File: config.mk
export PLATFORM = sky130hd
export DESIGN_NAME = salu_cell
export DESIGN_NICKNAME = d
export VERILOG_FILES = /design/src/salu_pkg.sv /design/src/salu_cell.sv
export SDC_FILE = /design/constraint.sdc
export NUM_CORES = 1
export LEC_CHECK = 0
export ABC_AREA = 1
export BUFFER_PORTS_ARGS = -buffer_cell sky130_fd_sc_hd__buf_2
export CAP_MARGIN = 0
export CORE_MARGIN = 5
export CORE_UTILIZATION = 50
export DETAILED_ROUTE_END_ITERATION = 8
export GPL_TIMING_DRIVEN = 1
export PLACE_DENSITY_LB_ADDON = 0.15
export SLEW_MARGIN = 20
export SYNTH_ARGS = -nofsm -noshare
export SYNTH_HDL_FRONTEND = slang
export SYNTH_SLANG_ARGS = --single-unit
File: constraint.sdc
create_clock -name clk -period 1 [get_ports clk]
set_clock_uncertainty 0.2 [all_clocks]
set_input_delay 0.2 -clock clk [delete_from_list [all_inputs] [get_ports clk]]
set_output_delay 0.2 -clock clk [all_outputs]
set_load 0.005 [all_outputs]
File: src/salu_pkg.sv
`timescale 1ns / 1ps
// ----------------------------------------------------------------------------
// salu_pkg
// Shared widths, opcode and status codes, and the beat carried down the
// divider cell row.
// ----------------------------------------------------------------------------
package salu_pkg;

    localparam int DATA_WIDTH = 32;
    localparam int OPCODE_W   = 4;
    localparam int STATUS_W   = 2;
    // front stage + one cell per quotient bit + output stage
    localparam int LATENCY    = DATA_WIDTH + 2;

    typedef enum logic [OPCODE_W-1:0] {
        OP_ADD = 4'd0,
        OP_SUB = 4'd1,
        OP_MUL = 4'd2,
        OP_DIV = 4'd3,
        OP_MOD = 4'd4,
        OP_EQ  = 4'd5,
        OP_NE  = 4'd6,
        OP_LT  = 4'd7,
        OP_GT  = 4'd8,
        OP_LE  = 4'd9,
        OP_GE  = 4'd10
    } opcode_t;

    typedef enum logic [STATUS_W-1:0] {
        ST_OK    = 2'd0,
        ST_DIV0  = 2'd1,
        ST_BADOP = 2'd2
    } status_t;

    typedef struct packed {
        logic                  valid;
        logic [OPCODE_W-1:0]   op;
        logic [DATA_WIDTH-1:0] res;
        logic [DATA_WIDTH-1:0] rem;
        logic [DATA_WIDTH-1:0] quo;
        logic [DATA_WIDTH-1:0] dvs;
        logic                  a_neg;
        logic                  b_neg;
        logic                  b_zero;
    } salu_beat_t;

endpackage

File: src/salu_cell.sv
`timescale 1ns / 1ps
// ----------------------------------------------------------------------------
// salu_cell
// One restoring-division step: shifts one dividend bit into the partial
// remainder, trial-subtracts the divisor and emits one quotient bit.
// ----------------------------------------------------------------------------
module salu_cell
    import salu_pkg::*;
(
    input  logic       clk,
    input  logic       rst_n,
    input  salu_beat_t beat_in,
    output salu_beat_t beat_out
);

    logic                valid_reg;
    salu_beat_t          data_reg;
    salu_beat_t          data_next;
    logic [DATA_WIDTH:0] trial;
    logic [DATA_WIDTH-1:0] shifted;

    assign shifted = {beat_in.rem[DATA_WIDTH-2:0], beat_in.quo[DATA_WIDTH-1]};
    assign trial   = {1'b0, shifted} - {1'b0, beat_in.dvs};

    always_comb
    begin
        data_next     = beat_in;
        data_next.rem = trial[DATA_WIDTH] ? shifted : trial[DATA_WIDTH-1:0];
        data_next.quo = {beat_in.quo[DATA_WIDTH-2:0], ~trial[DATA_WIDTH]};
    end

    always_ff @(posedge clk or negedge rst_n)
    begin
        if (!rst_n)
        begin
            valid_reg <= 1'b0;
        end
        else
        begin
            valid_reg <= beat_in.valid;
        end
    end

    always_ff @(posedge clk)
    begin
        if (beat_in.valid)
        begin
            data_reg <= data_next;
        end
    end

    always_comb
    begin
        beat_out       = data_reg;
        beat_out.valid = valid_reg;
    end

endmodule

==> out/qor.yml <==
nets: 1464
synth-seq-cells: 136
dp_slack_ps: -1362
multiInputGateArea_sq_um: 2923
grt_max_degree: 44
finalSetupViolCount: 169
avgViaCountPerCell: 4.750
drive_above_1_share_pct: 43.95
cts_max_path_buffers: 2
syn-num-nets: 952
yosysWarnings: 0
postRouteAntennaNets: 0
vias: 7087
cts_sinks: 136
synthCells: 781
core_area_sq_um: 14370
grt.overflow.total: 0
drt-pass1-iter-count: 5
fillers: 839
grtUsageMet2_pct: 55.22
min_from: "beat_in[74]"
yosysSeqAreaShare_pct: 56.48
final_max_slew_viol_count: 0
layout_common_cells: "buf_2, nand2_1, inv_1"
holdCritPathClass: "in -> reg"
final_area_sq_um: 11930
final-seq-area_sq_um: 4079
die-area_sq_um: 16950
ctsHoldBuffers: 105
hpwl_microns: 16820
largest_reg_flops: 135
rows: 44
met3_usage_pct: 6.754
final_common_cell: "buf_2"
routabilityCongestion: 0.9102
grt_pass1_wl_microns: 38560
use_met1_pct: 33.93
avgSynthCellArea_sq_um: 9.247
grtUsageTotal_pct: 30.27
drv_cap: 0
area_delta_synth_final_pct: 65.19
die_h_microns: 130.2
h-tree-depth: 4
cp-end-kind: "flip-flop"
path_class: "in -> reg"
drt-initial-drc-count: 451
io_pins: 274
drt_wl_total_microns: 25730
violations: "negative hold slack, negative setup slack"
placed_area_sq_um: 9647
worstMarginPinSlew_ps: 235.2
clockRootBuffer: "clkbuf_16"
initial_core_util_pct: 50.26
instances_no_fill: 1492
grt_pass1_vias: 7285
grt-busiest-layer: "met2"
rsz0062_at_grt: "true"
wire_per_inst_microns: 17.24
worst_slack_ps: -814.1
path_clk_slew_ps: 60
crit_required_ps: 980
yosysTopAreaCellShare_pct: 56.13
min_delay_path_depth: 3
min_period_ps: 1814
yosys.cell_types.count: 31
path_max_fanout: 15
critPathArrivalTime_ps: 1790
final-hold-violation-count: 25
synth_area_sq_um: 7222
outcome: "complete, but fails checks"
drc: 0
port_buffers: 272
whs_ps: -118.0
synth_area_leaders: "edfxtp_1, nand2_1, inv_1"
start_kind: "primary input"
clock.fmax_mhz: 551.2
numCtsBuffers: 17
period_share_pct: 181.4
holdPathEnd: "beat_out[75]"
vdd_ir_drop_max_uv: 1015
p_total_mw: 18.04
cts_tree: "yes"
dieWidth_microns: 130.2
placed_cells_incl_taps: 1340
yosysTopAreaCell: "edfxtp_1"
cellPowerDensity_nw_per_um2: 1512
antenna_found_initial: 2
relSlewSlack_pct: 84.26
leakagePower_nw: 5.985
[report_power, final]
part | internal (mW) | leakage [nW] | switching [mW]
clock | 3.95 | 0.282 | 2.57
sequential | 6.91 | 1.33 | 0.154
combinational | 2.16 | 4.37 | 2.30
[worst max-delay path by stage]
| stage | from | to | slack, ps | depth (start not counted) |
|---|---|---|---|---|
| floorplan | beat_in[66] | beat_out[98] | -1140 | 16 |
| global placement | beat_in[66] | beat_out[91] | -1310 | 16 |
| detailed placement | beat_in[66] | beat_out[89] | -1360 | 16 |
| CTS | beat_in[66] | beat_out[75] | -810 | 17 |
| global route | beat_in[66] | beat_out[77] | -890 | 16 |
| finish | beat_in[66] | beat_out[82] | -810 | 16 |
[metrics by stage]
stage               hold slack (ps)  setup TNS (ps)  util [%]
floorplan                    -295.6          -36730         -
global placement             -225.0          -55270     67.14
detailed placement           -218.3          -57990     67.14
CTS                          -127.8          -71230     82.46
global route                 -119.9          -78400     82.99
finish                       -118.0          -71160     83.03
[synthesized netlist by cell type]
library cell,count
nand2_1,271
inv_1,149
edfxtp_1,135
nand3_1,39
nand2_2,38
nor2_1,37
ha_1,32
a21oi_1,15
xor2_1,13
inv_2,7
nor2_2,5
nand3b_1,4
nand4_1,4
nor3_1,4
a21oi_2,3
buf_6,3
buf_8,3
o21bai_1,3
nor2_4,2
o21ai_0,2
xnor2_1,2
and2_1,1
buf_4,1
dfrtp_1,1
fa_1,1
inv_6,1
nand2_4,1
nand2_8,1
nor3_2,1
o21ai_1,1
or2_2,1
[kinds of logic (layout without fill, tap and decap cells)]
kind of cell,count (synthesis),in the layout,synth area share (%)
buffers and inverters,164,689,9.425
DFF,136,136,56.48
AOI/OAI and AO/OA,24,24,1.923
adders and majority gates,33,33,5.821
xor gates and xnor gates,15,15,1.819
other,0,2,0
and+or+nand+nor,409,409,24.53
[worst max-delay path: stages]
cell	delay, ps
buf_12	90
inv_12	30
ha_4	150
fa_2	370
inv_2	80
nand3_2	60
nand3_2	70
nand2_2	60
nand2_2	70
nand2_2	50
nand2_2	90
nand2_4	70
nand2_8	160
inv_8	120
nand2_2	70
nand2_1	50
[layer usage]
layer / vias to the layer above / wire, microns
li1: 3501 / -
met1: 3243 / 9676
met2: 284 / 13370
met3: 57 / 1818
met4: 2 / 853
met5: - / 11
[repair_timing]
item	4_1_cts	5_1_grt
buffers inserted	9	2
pin swaps	17	12
gates resized for setup	76	26
hold endpoints to repair	136	21
cloned	3	1
endpoints found under the setup margin	169	169
[final cells by class]
class,instances,area share (%)
Sequential cell,136,34.19
Timing Repair Buffer,499,29.00
Multi-Input combinational cell,481,24.50
Inverter,157,5.181
Clock buffer,19,3.629
Tap cell,184,1.930
Clock inverter,13,1.437
Timing Repair inverter,1,0.09439
Antenna cell,2,0.04195
Note: power is estimated with default switching activity, not from simulation.
