`src/salu_pkg.sv`:
```
`timescale 1ns / 1ps
// ----------------------------------------------------------------------------
// salu_pkg
// Shared widths, opcode and status codes, and the beat carried down the
// divider cell row.
// ----------------------------------------------------------------------------
package salu_pkg;

    localparam int DATA_WIDTH = 32;
    localparam int OPCODE_W   = 4;
    localparam int STATUS_W   = 2;
    // front stage + one cell per quotient bit + output stage
    localparam int LATENCY    = DATA_WIDTH + 2;

    typedef enum logic [OPCODE_W-1:0] {
        OP_ADD = 4'd0,
        OP_SUB = 4'd1,
        OP_MUL = 4'd2,
        OP_DIV = 4'd3,
        OP_MOD = 4'd4,
        OP_EQ  = 4'd5,
        OP_NE  = 4'd6,
        OP_LT  = 4'd7,
        OP_GT  = 4'd8,
        OP_LE  = 4'd9,
        OP_GE  = 4'd10
    } opcode_t;

    typedef enum logic [STATUS_W-1:0] {
        ST_OK    = 2'd0,
        ST_DIV0  = 2'd1,
        ST_BADOP = 2'd2
    } status_t;

    typedef struct packed {
        logic                  valid;
        logic [OPCODE_W-1:0]   op;
        logic [DATA_WIDTH-1:0] res;
        logic [DATA_WIDTH-1:0] rem;
        logic [DATA_WIDTH-1:0] quo;
        logic [DATA_WIDTH-1:0] dvs;
        logic                  a_neg;
        logic                  b_neg;
        logic                  b_zero;
    } salu_beat_t;

endpackage

```
`src/salu_front.sv`:
```
`timescale 1ns / 1ps
// ----------------------------------------------------------------------------
// salu_front
// Input stage: add, subtract, multiply and compare results, and the operand
// magnitudes that seed the divider cell row.
// ----------------------------------------------------------------------------
module salu_front
    import salu_pkg::*;
(
    input  logic                         clk,
    input  logic                         rst_n,
    input  logic                         accept,
    input  logic [OPCODE_W-1:0]          opcode,
    input  logic signed [DATA_WIDTH-1:0] operand_a,
    input  logic signed [DATA_WIDTH-1:0] operand_b,
    output salu_beat_t                   beat
);

    logic                  valid_reg;
    salu_beat_t            data_reg;
    salu_beat_t            data_next;
    logic [DATA_WIDTH-1:0] mul_lo;
    logic                  lt_ab;
    logic                  lt_ba;

    assign mul_lo = DATA_WIDTH'(operand_a * operand_b);
    assign lt_ab  = operand_a < operand_b;
    assign lt_ba  = operand_b < operand_a;

    always_comb
    begin
        data_next        = '0;
        data_next.valid  = 1'b1;
        data_next.op     = opcode;
        data_next.a_neg  = operand_a[DATA_WIDTH-1];
        data_next.b_neg  = operand_b[DATA_WIDTH-1];
        data_next.b_zero = (operand_b == '0);
        data_next.rem    = '0;
        data_next.quo    = operand_a[DATA_WIDTH-1] ? DATA_WIDTH'(-operand_a)
                                                   : DATA_WIDTH'(operand_a);
        data_next.dvs    = operand_b[DATA_WIDTH-1] ? DATA_WIDTH'(-operand_b)
                                                   : DATA_WIDTH'(operand_b);
        case (opcode)
            OP_ADD: data_next.res = DATA_WIDTH'(operand_a + operand_b);
            OP_SUB: data_next.res = DATA_WIDTH'(operand_a - operand_b);
            OP_MUL: data_next.res = mul_lo;
            OP_EQ:  data_next.res = DATA_WIDTH'(operand_a == operand_b);
            OP_NE:  data_next.res = DATA_WIDTH'(operand_a != operand_b);
            OP_LT:  data_next.res = DATA_WIDTH'(lt_ab);
            OP_GT:  data_next.res = DATA_WIDTH'(lt_ba);
            OP_LE:  data_next.res = DATA_WIDTH'(!lt_ba);
            OP_GE:  data_next.res = DATA_WIDTH'(!lt_ab);
            default: data_next.res = '0;
        endcase
    end

    always_ff @(posedge clk or negedge rst_n)
    begin
        if (!rst_n)
        begin
            valid_reg <= 1'b0;
        end
        else
        begin
            valid_reg <= accept;
        end
    end

    always_ff @(posedge clk)
    begin
        if (accept)
        begin
            data_reg <= data_next;
        end
    end

    always_comb
    begin
        beat       = data_reg;
        beat.valid = valid_reg;
    end

endmodule

```
`config.mk`:
```
export PLATFORM = sky130hd
export DESIGN_NAME = salu_front
export DESIGN_NICKNAME = d
export VERILOG_FILES = /design/src/salu_pkg.sv /design/src/salu_front.sv
export SDC_FILE = /design/constraint.sdc
export NUM_CORES = 2
export LEC_CHECK = 0
export BUFFER_PORTS_ARGS = -buffer_cell sky130_fd_sc_hd__buf_2
export CAP_MARGIN = 15
export CORE_UTILIZATION = 65
export CTS_CLUSTER_SIZE = 14
export DETAILED_ROUTE_END_ITERATION = 7
export PLACE_DENSITY = 0.86
export SKIP_CTS_REPAIR_TIMING = 1
export SLEW_MARGIN = 30
export SYNTH_ARGS = -nofsm -noshare
export SYNTH_HDL_FRONTEND = slang
export SYNTH_SLANG_ARGS = --single-unit
```
`constraint.sdc`:
```
create_clock -name clk -period 1.38 [get_ports clk]
set_clock_uncertainty 0.1 [all_clocks]
set_input_delay 0.276 -clock clk [delete_from_list [all_inputs] [get_ports clk]]
set_output_delay 0.276 -clock clk [all_outputs]
set_load 0.01 [all_outputs]
```
==> key figures <==
Logic synthesis
  • Top cell type's share of synthesized area: 33.9%
  • Synth top cells by count: inv_1 (480), fa_1 (410), and2_1 (301)
  • Area leader, netlist: fa_1
  • Synth Cell Area: 0.0242 mm²
  • Synth Flop Type: edfxtp_1
  • Most common cell in the netlist: inv_1
  • Syn avg cell area: 9.17 µm²
  • Post-synth EDFFs: 103
  • Top post-synthesis cells by area: fa_1 (34%), edfxtp_1 (13%), ha_1 (11%)
  • FF+latch count, synth: 104
  • FFs w/ async S/R, synth: 0.962%
  • Number of distinct library cells after synthesis: 67
  • Cells after Synth: 2,641
  • Yosys warnings: 0
  • Sequential area share after synthesis: 12.9%

Floorplanning
  • Row count: 70
  • Die area: 0.0380 mm²
  • Die Ht: 195 µm
  • Top Ports: 207
  • Placeable Area: 0.0366 mm²
  • Initial cell density of the core: 66.2%
  • Die W: 195 µm

Clocking
  • Clock tree buffer depth: 2
  • Clock sink count: 104
  • Inserted Clock Buffers: 9
  • CTS tree: yes
  • Clock Pin Slew Worst Setup and Hold Paths: 0.10 ns
  • Clock root cell: clkbuf_16
  • H-tree Lvls: 3

Job
  • Max-Cap Viols: 0

Critical path
  • Worst-path maximum fanout: 11
  • Startpoint types: input port
  • Most used cell, CP: fa_1
  • Critical-path top delay cell: fa_2
  • Crit path DAT: 7.05 ns
  • Critical setup path kind: in -> reg
  • Worst setup EP type: register
  • CP max stage delay: 0.67 ns
  • Crit-path cells: buf_2, nand2_1, fa_1, fa_1, fa_1, fa_1, fa_2, inv_2, fa_1, fa_1, fa_1, ha_4, and3_4, a221oi_4, o22a_1, o31ai_4, nand2b_4, a31oi_4, buf_4, xor2_1, o22ai_1
  • Critical Path RT: 1.42 ns

Finish
  • Fraction of layout cells with a size suffix above 1: 30.9%
  • Max reg flops: 103
  • Final instance area: 0.0320 mm²
  • Layout Nets: 3,929
  • Area Overhead vs Synth: 32.1%

STA
  • Max-slew violation count: 0
  • Max Clk Rate: 143 MHz
  • Slew headroom: 58.2%
  • Slew at the pin closest to its max-slew limit: 0.628 ns
  • Unrepaired setup endpoints after global routing: yes
  • Part of the cycle the worst path needs: 508%
  • Final setup violation count: 96
  • Final worst slack: -5.62 ns
  • WHS: 0.104 ns
  • Final Hold Vio Count: 0
  • Post-layout min period: 7.00 ns

Status
  • Run status: finished with violations
  • Failing checks: negative setup slack

Routing
  • DR WL/cell: 27.5 µm
  • Post-route ant nets: 0
  • Drc violations: 0
  • DRT iter0 DRCs: 2,664
  • Number of vias per cell: 6.40
  • Via Count: 23,780
  • WL final: 102,000 µm
  • Initial DRT Pass Iterations: 6

Global routing
  • Pin count of the biggest net entering global routing: 29
  • GR Layer Usage met2: 77.3%
  • GRT Total Usage: 49.8%
  • Initial antenna violation count: 11
  • Gr ovfl total: 0
  • Layer with the highest usage: met2
  • Vias in the first global route: 24,145
  • Global-route wire length before repair: 139,000 µm
  • M3 GR Usage: 14.1%
  • Met1 Use GR: 60.8%

Placement
  • Port-buffer cells: 174
  • HPWL Detailed: 78,700 µm
  • Routability cong.: 1.06
  • DP Area: 0.0299 mm²

Hold path
  • Hold crit path type: in -> async
-- cell usage in the layout (no fill, tap or decap), types with 20 or more instances in the layout --
master	Yosys	layout
buf_4	33	491
a21oi_1	76	62
o21ai_0	65	35
conb_1	1	32
edfxtp_1	103	103
buf_6	0	42
and2_1	301	285
buf_2	2	145
a21o_1	27	27
fa_2	0	20
ha_1	215	167
xor2_1	30	26
fa_1	410	390
nand2_1	219	211
inv_1	480	458
nor3_1	30	24
xnor2_1	143	132
buf_12	0	37
ha_4	0	43
nor2_1	98	93
-- per-stage QoR --
step	instances	utilization, %	setup WS, ns	TNS [ns]
2_1_floorplan	2672	-	-5.34	-171.51
3_3_place_gp	3663	81.6	-5.75	-239.91
3_5_place_dp	3663	81.6	-6.07	-247.24
4_1_cts	3679	82.4	-5.63	-209.69
5_1_grt	3707	87.4	-5.70	-192.22
6_report	3713	87.4	-5.62	-189.69
-- metal layers --
| metal | share of wire [%] | routed length [µm] | vias up |
|---|---|---|---|
| met3 | 15 | 14900 | 829 |
| met4 | 10 | 10600 | 6 |
| li1 | - | - | 9421 |
| met1 | 32 | 32500 | 11293 |
| met5 | 0.054 | 55 | - |
| met2 | 43 | 44000 | 2231 |
-- critical path: cells and delay by family --
family / cells / cell delay (ns)
compound gates: 5 / 0.95
buf+inv: 3 / 0.55
simple gates: 3 / 0.51
xor+xnor: 1 / 0.16
fa+ha+maj: 9 / 4.59
-- worst paths after layout --
| path | start | to | slack, ns | cells after the start |
|---|---|---|---|---|
| max | operand_a[15] | beat[128]$_DFFE_PP_ | -5.62 | 21 |
| min | rst_n | valid_reg$_DFF_PN0_ | 0.10 | 2 |
| max in group asynchronous | rst_n | valid_reg$_DFF_PN0_ | 0.99 | 2 |
| min in group clk | opcode[0] | beat[131]$_DFFE_PP_ | 0.14 | 2 |
-- logic make-up after synthesis --
logic type,after synthesis,synth area share (%)
adder cells (fa/ha/maj),625,45.0
buffers and inverters,663,10.8
AND/OR/NAND/NOR,735,15.7
flip-flops,104,12.9
XOR/XNOR,173,6.25
AO/OA/AOI/OAI,332,9.07
multiplexers,8,0.341
other,1,0.0155
-- area by class of cell --
| class | count | area (µm²) |
|---|---|---|
| Clock inverter | 7 | 65.1 |
| Multi-Input combinational cell | 1905 | 20300 |
| Antenna cell | 7 | 17.5 |
| Timing Repair Buffer | 732 | 5850 |
| Inverter | 481 | 1830 |
| Fill cell | 1750 | 4610 |
| Sequential cell | 104 | 3120 |
| Tap cell | 468 | 586 |
| Clock buffer | 9 | 225 |
Power is not shown: default switching activity piles up to over one toggle a cycle in this logic, so the estimate is an artifact.
