<file path="config.mk">
export PLATFORM = sky130hd
export DESIGN_NAME = salu_back
export DESIGN_NICKNAME = d
export VERILOG_FILES = /design/src/salu_pkg.sv /design/src/salu_back.sv
export SDC_FILE = /design/constraint.sdc
export NUM_CORES = 1
export LEC_CHECK = 0
export ABC_AREA = 1
export BUFFER_PORTS_ARGS = -buffer_cell sky130_fd_sc_hd__buf_2
export CAP_MARGIN = 30
export CELL_PAD_IN_SITES_DETAIL_PLACEMENT = 0
export CELL_PAD_IN_SITES_GLOBAL_PLACEMENT = 1
export CORE_UTILIZATION = 30
export DETAILED_ROUTE_END_ITERATION = 12
export GPL_ROUTABILITY_DRIVEN = 0
export HOLD_SLACK_MARGIN = 0.1
export PLACE_DENSITY_LB_ADDON = 0.15
export SYNTH_ARGS = -nofsm -noshare
export SYNTH_HDL_FRONTEND = slang
export SYNTH_SLANG_ARGS = --single-unit
</file>
<file path="constraint.sdc">
create_clock -name clk -period 0.8 [get_ports clk]
set_input_delay 0.2 -clock clk [delete_from_list [all_inputs] [get_ports clk]]
set_output_delay 0.2 -clock clk [all_outputs]
set_load 0.005 [all_outputs]
</file>
<file path="src/salu_pkg.sv">
`timescale 1ns / 1ps
// ----------------------------------------------------------------------------
// salu_pkg
// Shared widths, opcode and status codes, and the beat carried down the
// divider cell row.
// ----------------------------------------------------------------------------
package salu_pkg;

    localparam int DATA_WIDTH = 32;
    localparam int OPCODE_W   = 4;
    localparam int STATUS_W   = 2;
    // front stage + one cell per quotient bit + output stage
    localparam int LATENCY    = DATA_WIDTH + 2;

    typedef enum logic [OPCODE_W-1:0] {
        OP_ADD = 4'd0,
        OP_SUB = 4'd1,
        OP_MUL = 4'd2,
        OP_DIV = 4'd3,
        OP_MOD = 4'd4,
        OP_EQ  = 4'd5,
        OP_NE  = 4'd6,
        OP_LT  = 4'd7,
        OP_GT  = 4'd8,
        OP_LE  = 4'd9,
        OP_GE  = 4'd10
    } opcode_t;

    typedef enum logic [STATUS_W-1:0] {
        ST_OK    = 2'd0,
        ST_DIV0  = 2'd1,
        ST_BADOP = 2'd2
    } status_t;

    typedef struct packed {
        logic                  valid;
        logic [OPCODE_W-1:0]   op;
        logic [DATA_WIDTH-1:0] res;
        logic [DATA_WIDTH-1:0] rem;
        logic [DATA_WIDTH-1:0] quo;
        logic [DATA_WIDTH-1:0] dvs;
        logic                  a_neg;
        logic                  b_neg;
        logic                  b_zero;
    } salu_beat_t;

endpackage

</file>
<file path="src/salu_back.sv">
`timescale 1ns / 1ps
// ----------------------------------------------------------------------------
// salu_back
// Output stage: sign fix of quotient and remainder, status and truth flag.
// ----------------------------------------------------------------------------
module salu_back
    import salu_pkg::*;
(
    input  logic                         clk,
    input  logic                         rst_n,
    input  salu_beat_t                   beat,
    output logic                         done,
    output logic signed [DATA_WIDTH-1:0] result,
    output logic                         is_true,
    output logic [STATUS_W-1:0]          status
);

    logic                  done_reg;
    logic [DATA_WIDTH-1:0] result_reg;
    logic [DATA_WIDTH-1:0] result_next;
    logic                  is_true_reg;
    logic                  is_true_next;
    status_t               status_reg;
    status_t               status_next;

    always_comb
    begin
        result_next = beat.res;
        status_next = ST_OK;
        case (beat.op) inside
            OP_DIV:
            begin
                result_next = (beat.a_neg != beat.b_neg) ? DATA_WIDTH'(-beat.quo)
                                                         : beat.quo;
                if (beat.b_zero)
                begin
                    status_next = ST_DIV0;
                end
            end
            OP_MOD:
            begin
                result_next = beat.a_neg ? DATA_WIDTH'(-beat.rem) : beat.rem;
                if (beat.b_zero)
                begin
                    status_next = ST_DIV0;
                end
            end
            OP_ADD, OP_SUB, OP_MUL, OP_EQ, OP_NE, OP_LT, OP_GT, OP_LE, OP_GE:
            begin
                status_next = ST_OK;
            end
            default:
            begin
                status_next = ST_BADOP;
            end
        endcase
        if (status_next != ST_OK)
        begin
            result_next = '0;
        end
        is_true_next = (status_next == ST_OK) && (result_next != '0);
    end

    always_ff @(posedge clk or negedge rst_n)
    begin
        if (!rst_n)
        begin
            done_reg <= 1'b0;
        end
        else
        begin
            done_reg <= beat.valid;
        end
    end

    always_ff @(posedge clk)
    begin
        if (beat.valid)
        begin
            result_reg  <= result_next;
            is_true_reg <= is_true_next;
            status_reg  <= status_next;
        end
    end

    assign done    = done_reg;
    assign result  = result_reg;
    assign is_true = is_true_reg;
    assign status  = status_reg;

endmodule

</file>
==> flow_summary.yaml <==
run_status:
  outcome: "finished with violations"
  violations: "setup timing"
floorplanning:
  row_cnt: 42
  fp.dieW_um: 120
  io-pin-count: 174
  initial_core_util: 0.312
  coreArea_um2: 13500
  die_outline_area_um2: 14500
  die_y_um: 120
yosys:
  yosys.cell_types.count: 29
  netlist_instances: 743
  synthesis.area_per_instance_um2: 5.65
  yosys_register_bits: 36
  syn-num-nets: 883
  synth.cell_area_um2: 4200
  part_of_the_yosys_area_used_for_sequential_elements: 0.256
  synth-async-reset-ratio: 0.0278
  yosys_warnings: 0
  synthFlopType: "sky130_fd_sc_hd__edfxtp_1"
  number_of_synthesized_flops_with_an_enable_pin: 35
critical_path:
  worst_setup_path_start_kind: "input pin"
  worst_path_fanout_max: 3
  endpoint_required_time_on_the_critical_path_ns: 0.85
  criticalPathCategory: "input pin to flop"
  endpoint_kind: "flop"
  cp.arrival_ns: 1.72
detailed_routing:
  wl_per_cell_um: 15.3
  vias_per_cell: 4.90
  routed-via-count: 6195
  drtAntennaViolNets: 0
  drt_iter0_drc: 374
  route.final.wire_length_mm: 19.3
  first_pass_iters: 5
  drcViolationCount: 0
finish:
  final.fill_count: 1202
  nets: 1226
  final_cell_mix: "174 x sky130_fd_sc_hd__nand2_1, 147 x sky130_fd_sc_hd__buf_4, 120 x sky130_fd_sc_hd__buf_2, 72 x sky130_fd_sc_hd__inv_1, 66 x sky130_fd_sc_hd__nand3_1"
  layout.cells.most_common: "sky130_fd_sc_hd__nand2_1"
  area_growth_syn_to_layout_pct: 107
  postLayoutCellArea_um2: 8680
  ratio_of_cells_with_drive_above_1_in_the_final_layout: 0.569
  largest_register_ff_count: 32
  final_core_utilization: 0.645
sta:
  setup-tns-final_ns: -25.13
  period_needed_ns: 1.67
  unrepaired_setup_endpoints_after_global_routing: "yes"
  timing_max_transition_violations_final: 0
  report.final.hold_viol_count: 0
  timing.slew.headroom: 0.743
  post-route-period-util: 2.09
  setup_viol: 69
  fmax_mhz: 598
  post-route-worst-setup-slack_ns: -0.872
  max_slew.worst_pin.slew_ns: 0.382
placement:
  total_cell_area_at_the_placement_stage_um2: 6700
  hpwl_mm: 14.0
  io_buffer_count: 141
  pre_cts_ws_ns: -1.33
global_routing:
  wire_length_of_the_first_global_routing_pass_mm: 29.0
  global_route.usage.total: 0.255
  grt_antenna_before_repair: 2
  first_global_vias: 5863
  grt_max_degree: 23
  grt_overflow_total: 0
cts:
  cts_buffer_depth: 2
  clkSinkCount: 36
  cts_max_level: 2
  cts_tree: "done"
  cts_root_buf: "sky130_fd_sc_hd__clkbuf_16"
  cts-buffers-inserted: 5
  clk_pin_slew_worst_paths_ns: 0.06
power:
  leakage_nw: 4.15
  vdd_ir_drop_max_mv: 0.859
  power.density_nw_per_um2: 969
  design_power_total_w: 0.00841
flow_run:
  maxCapViolations: 0
hold_path:
  min-delay-path-class: "input pin to asynchronous set/reset pin"
==> per-stage QoR <==
step	std cells	hold slack [ns]
2_1_floorplan	743	-0.0956
3_3_place_gp	1205	-0.0250
4_1_cts	1243	0.211
5_1_grt	1265	0.216
6_report	1265	0.217
3_5_place_dp	1205	-0.0209
==> repair_timing <==
action,in CTS,in global routing
pin swaps,52,79
gates resized for setup,216,155
buffers inserted,27,29
hold buffers,1,0
setup endpoints to repair,69,69
endpoints found under the hold margin,1,0
gates cloned,5,2
==> power by group <==
group	total (W)	switching, W	internal (W)	leakage (nW)
clock	0.00199	0.000846	0.00114	0.0635
combinational	0.00408	0.00211	0.00197	3.74
sequential	0.00235	0.0000533	0.00229	0.351
total	0.00841	0.00301	0.00541	4.15
==> final cells by class <==
class | instances | area (um^2) | area share
Clock buffer | 5 | 125 | 0.0144
Timing Repair inverter | 1 | 16.3 | 0.00187
Sequential cell | 36 | 1080 | 0.124
Timing Repair Buffer | 354 | 2880 | 0.332
Inverter | 106 | 479 | 0.0552
Clock inverter | 3 | 18.8 | 0.00216
Antenna cell | 2 | 5.00 | 0.000576
Multi-Input combinational cell | 582 | 3860 | 0.444
Tap cell | 176 | 220 | 0.0254
==> critical path, stage by stage <==
cell and delay (ns):
sky130_fd_sc_hd__buf_8 0.10, sky130_fd_sc_hd__buf_6 0.11, sky130_fd_sc_hd__nor2_4 0.14, sky130_fd_sc_hd__nand2_4 0.08, sky130_fd_sc_hd__buf_6 0.12, sky130_fd_sc_hd__nand2_1 0.05
sky130_fd_sc_hd__nand3_1 0.08, sky130_fd_sc_hd__nand2_2 0.08, sky130_fd_sc_hd__nor2_2 0.04, sky130_fd_sc_hd__nor2_1 0.15, sky130_fd_sc_hd__nor2_1 0.09, sky130_fd_sc_hd__nor2_1 0.11
sky130_fd_sc_hd__nand2_1 0.07, sky130_fd_sc_hd__nor2_1 0.08, sky130_fd_sc_hd__nand2_1 0.05, sky130_fd_sc_hd__nor2_1 0.10, sky130_fd_sc_hd__nand2_1 0.05
==> synth_stat cells, types with 2 or more instances <==
cell | n | share of area
sky130_fd_sc_hd__o211ai_1 | 3 | 0.0054
sky130_fd_sc_hd__inv_1 | 104 | 0.093
sky130_fd_sc_hd__nor2_4 | 3 | 0.0080
sky130_fd_sc_hd__nor2_1 | 93 | 0.083
sky130_fd_sc_hd__o21ai_1 | 5 | 0.0060
sky130_fd_sc_hd__a21oi_1 | 34 | 0.041
sky130_fd_sc_hd__nand3_1 | 139 | 0.17
sky130_fd_sc_hd__buf_6 | 3 | 0.0080
sky130_fd_sc_hd__clkbuf_1 | 7 | 0.0063
sky130_fd_sc_hd__nand4_1 | 13 | 0.019
sky130_fd_sc_hd__edfxtp_1 | 35 | 0.25
sky130_fd_sc_hd__o21ai_0 | 18 | 0.021
sky130_fd_sc_hd__o21ai_2 | 2 | 0.0042
sky130_fd_sc_hd__buf_2 | 12 | 0.014
sky130_fd_sc_hd__nand2_1 | 244 | 0.22
sky130_fd_sc_hd__nand2_2 | 5 | 0.0074
sky130_fd_sc_hd__ha_1 | 2 | 0.0060
sky130_fd_sc_hd__nand3b_1 | 10 | 0.018
==> cells by family after synthesis <==
family | count (synthesis) | synth area share
flip-flops | 36 | 0.256
XOR/XNOR | 1 | 0.00209
buffers and inverters | 128 | 0.123
adder cells (fa/ha/maj) | 2 | 0.00596
AND/OR/NAND/NOR | 511 | 0.526
AO/OA/AOI/OAI | 65 | 0.0864
==> layer usage <==
layer	GRT usage	vias up	share of wire
li1	-	3103	-
met1	0.333	2905	0.43
met2	0.458	163	0.51
met3	0.0165	24	0.042
met4	0.0548	0	0.019
met5	0	-	0
==> worst max-delay path by stage <==
stage              from      end  slack (ns)  depth (start not counted)
2_1_floorplan  beat[68]  is_true       -0.87                         17
3_3_place_gp    beat[2]  is_true       -1.34                         17
3_5_place_dp    beat[2]  is_true       -1.33                         17
4_1_cts        beat[35]  is_true       -0.86                         16
5_1_grt        beat[35]  is_true       -1.02                         16
6_report       beat[74]  is_true       -0.87                         17
No activity file was read; power rests on OpenSTA's default activity.
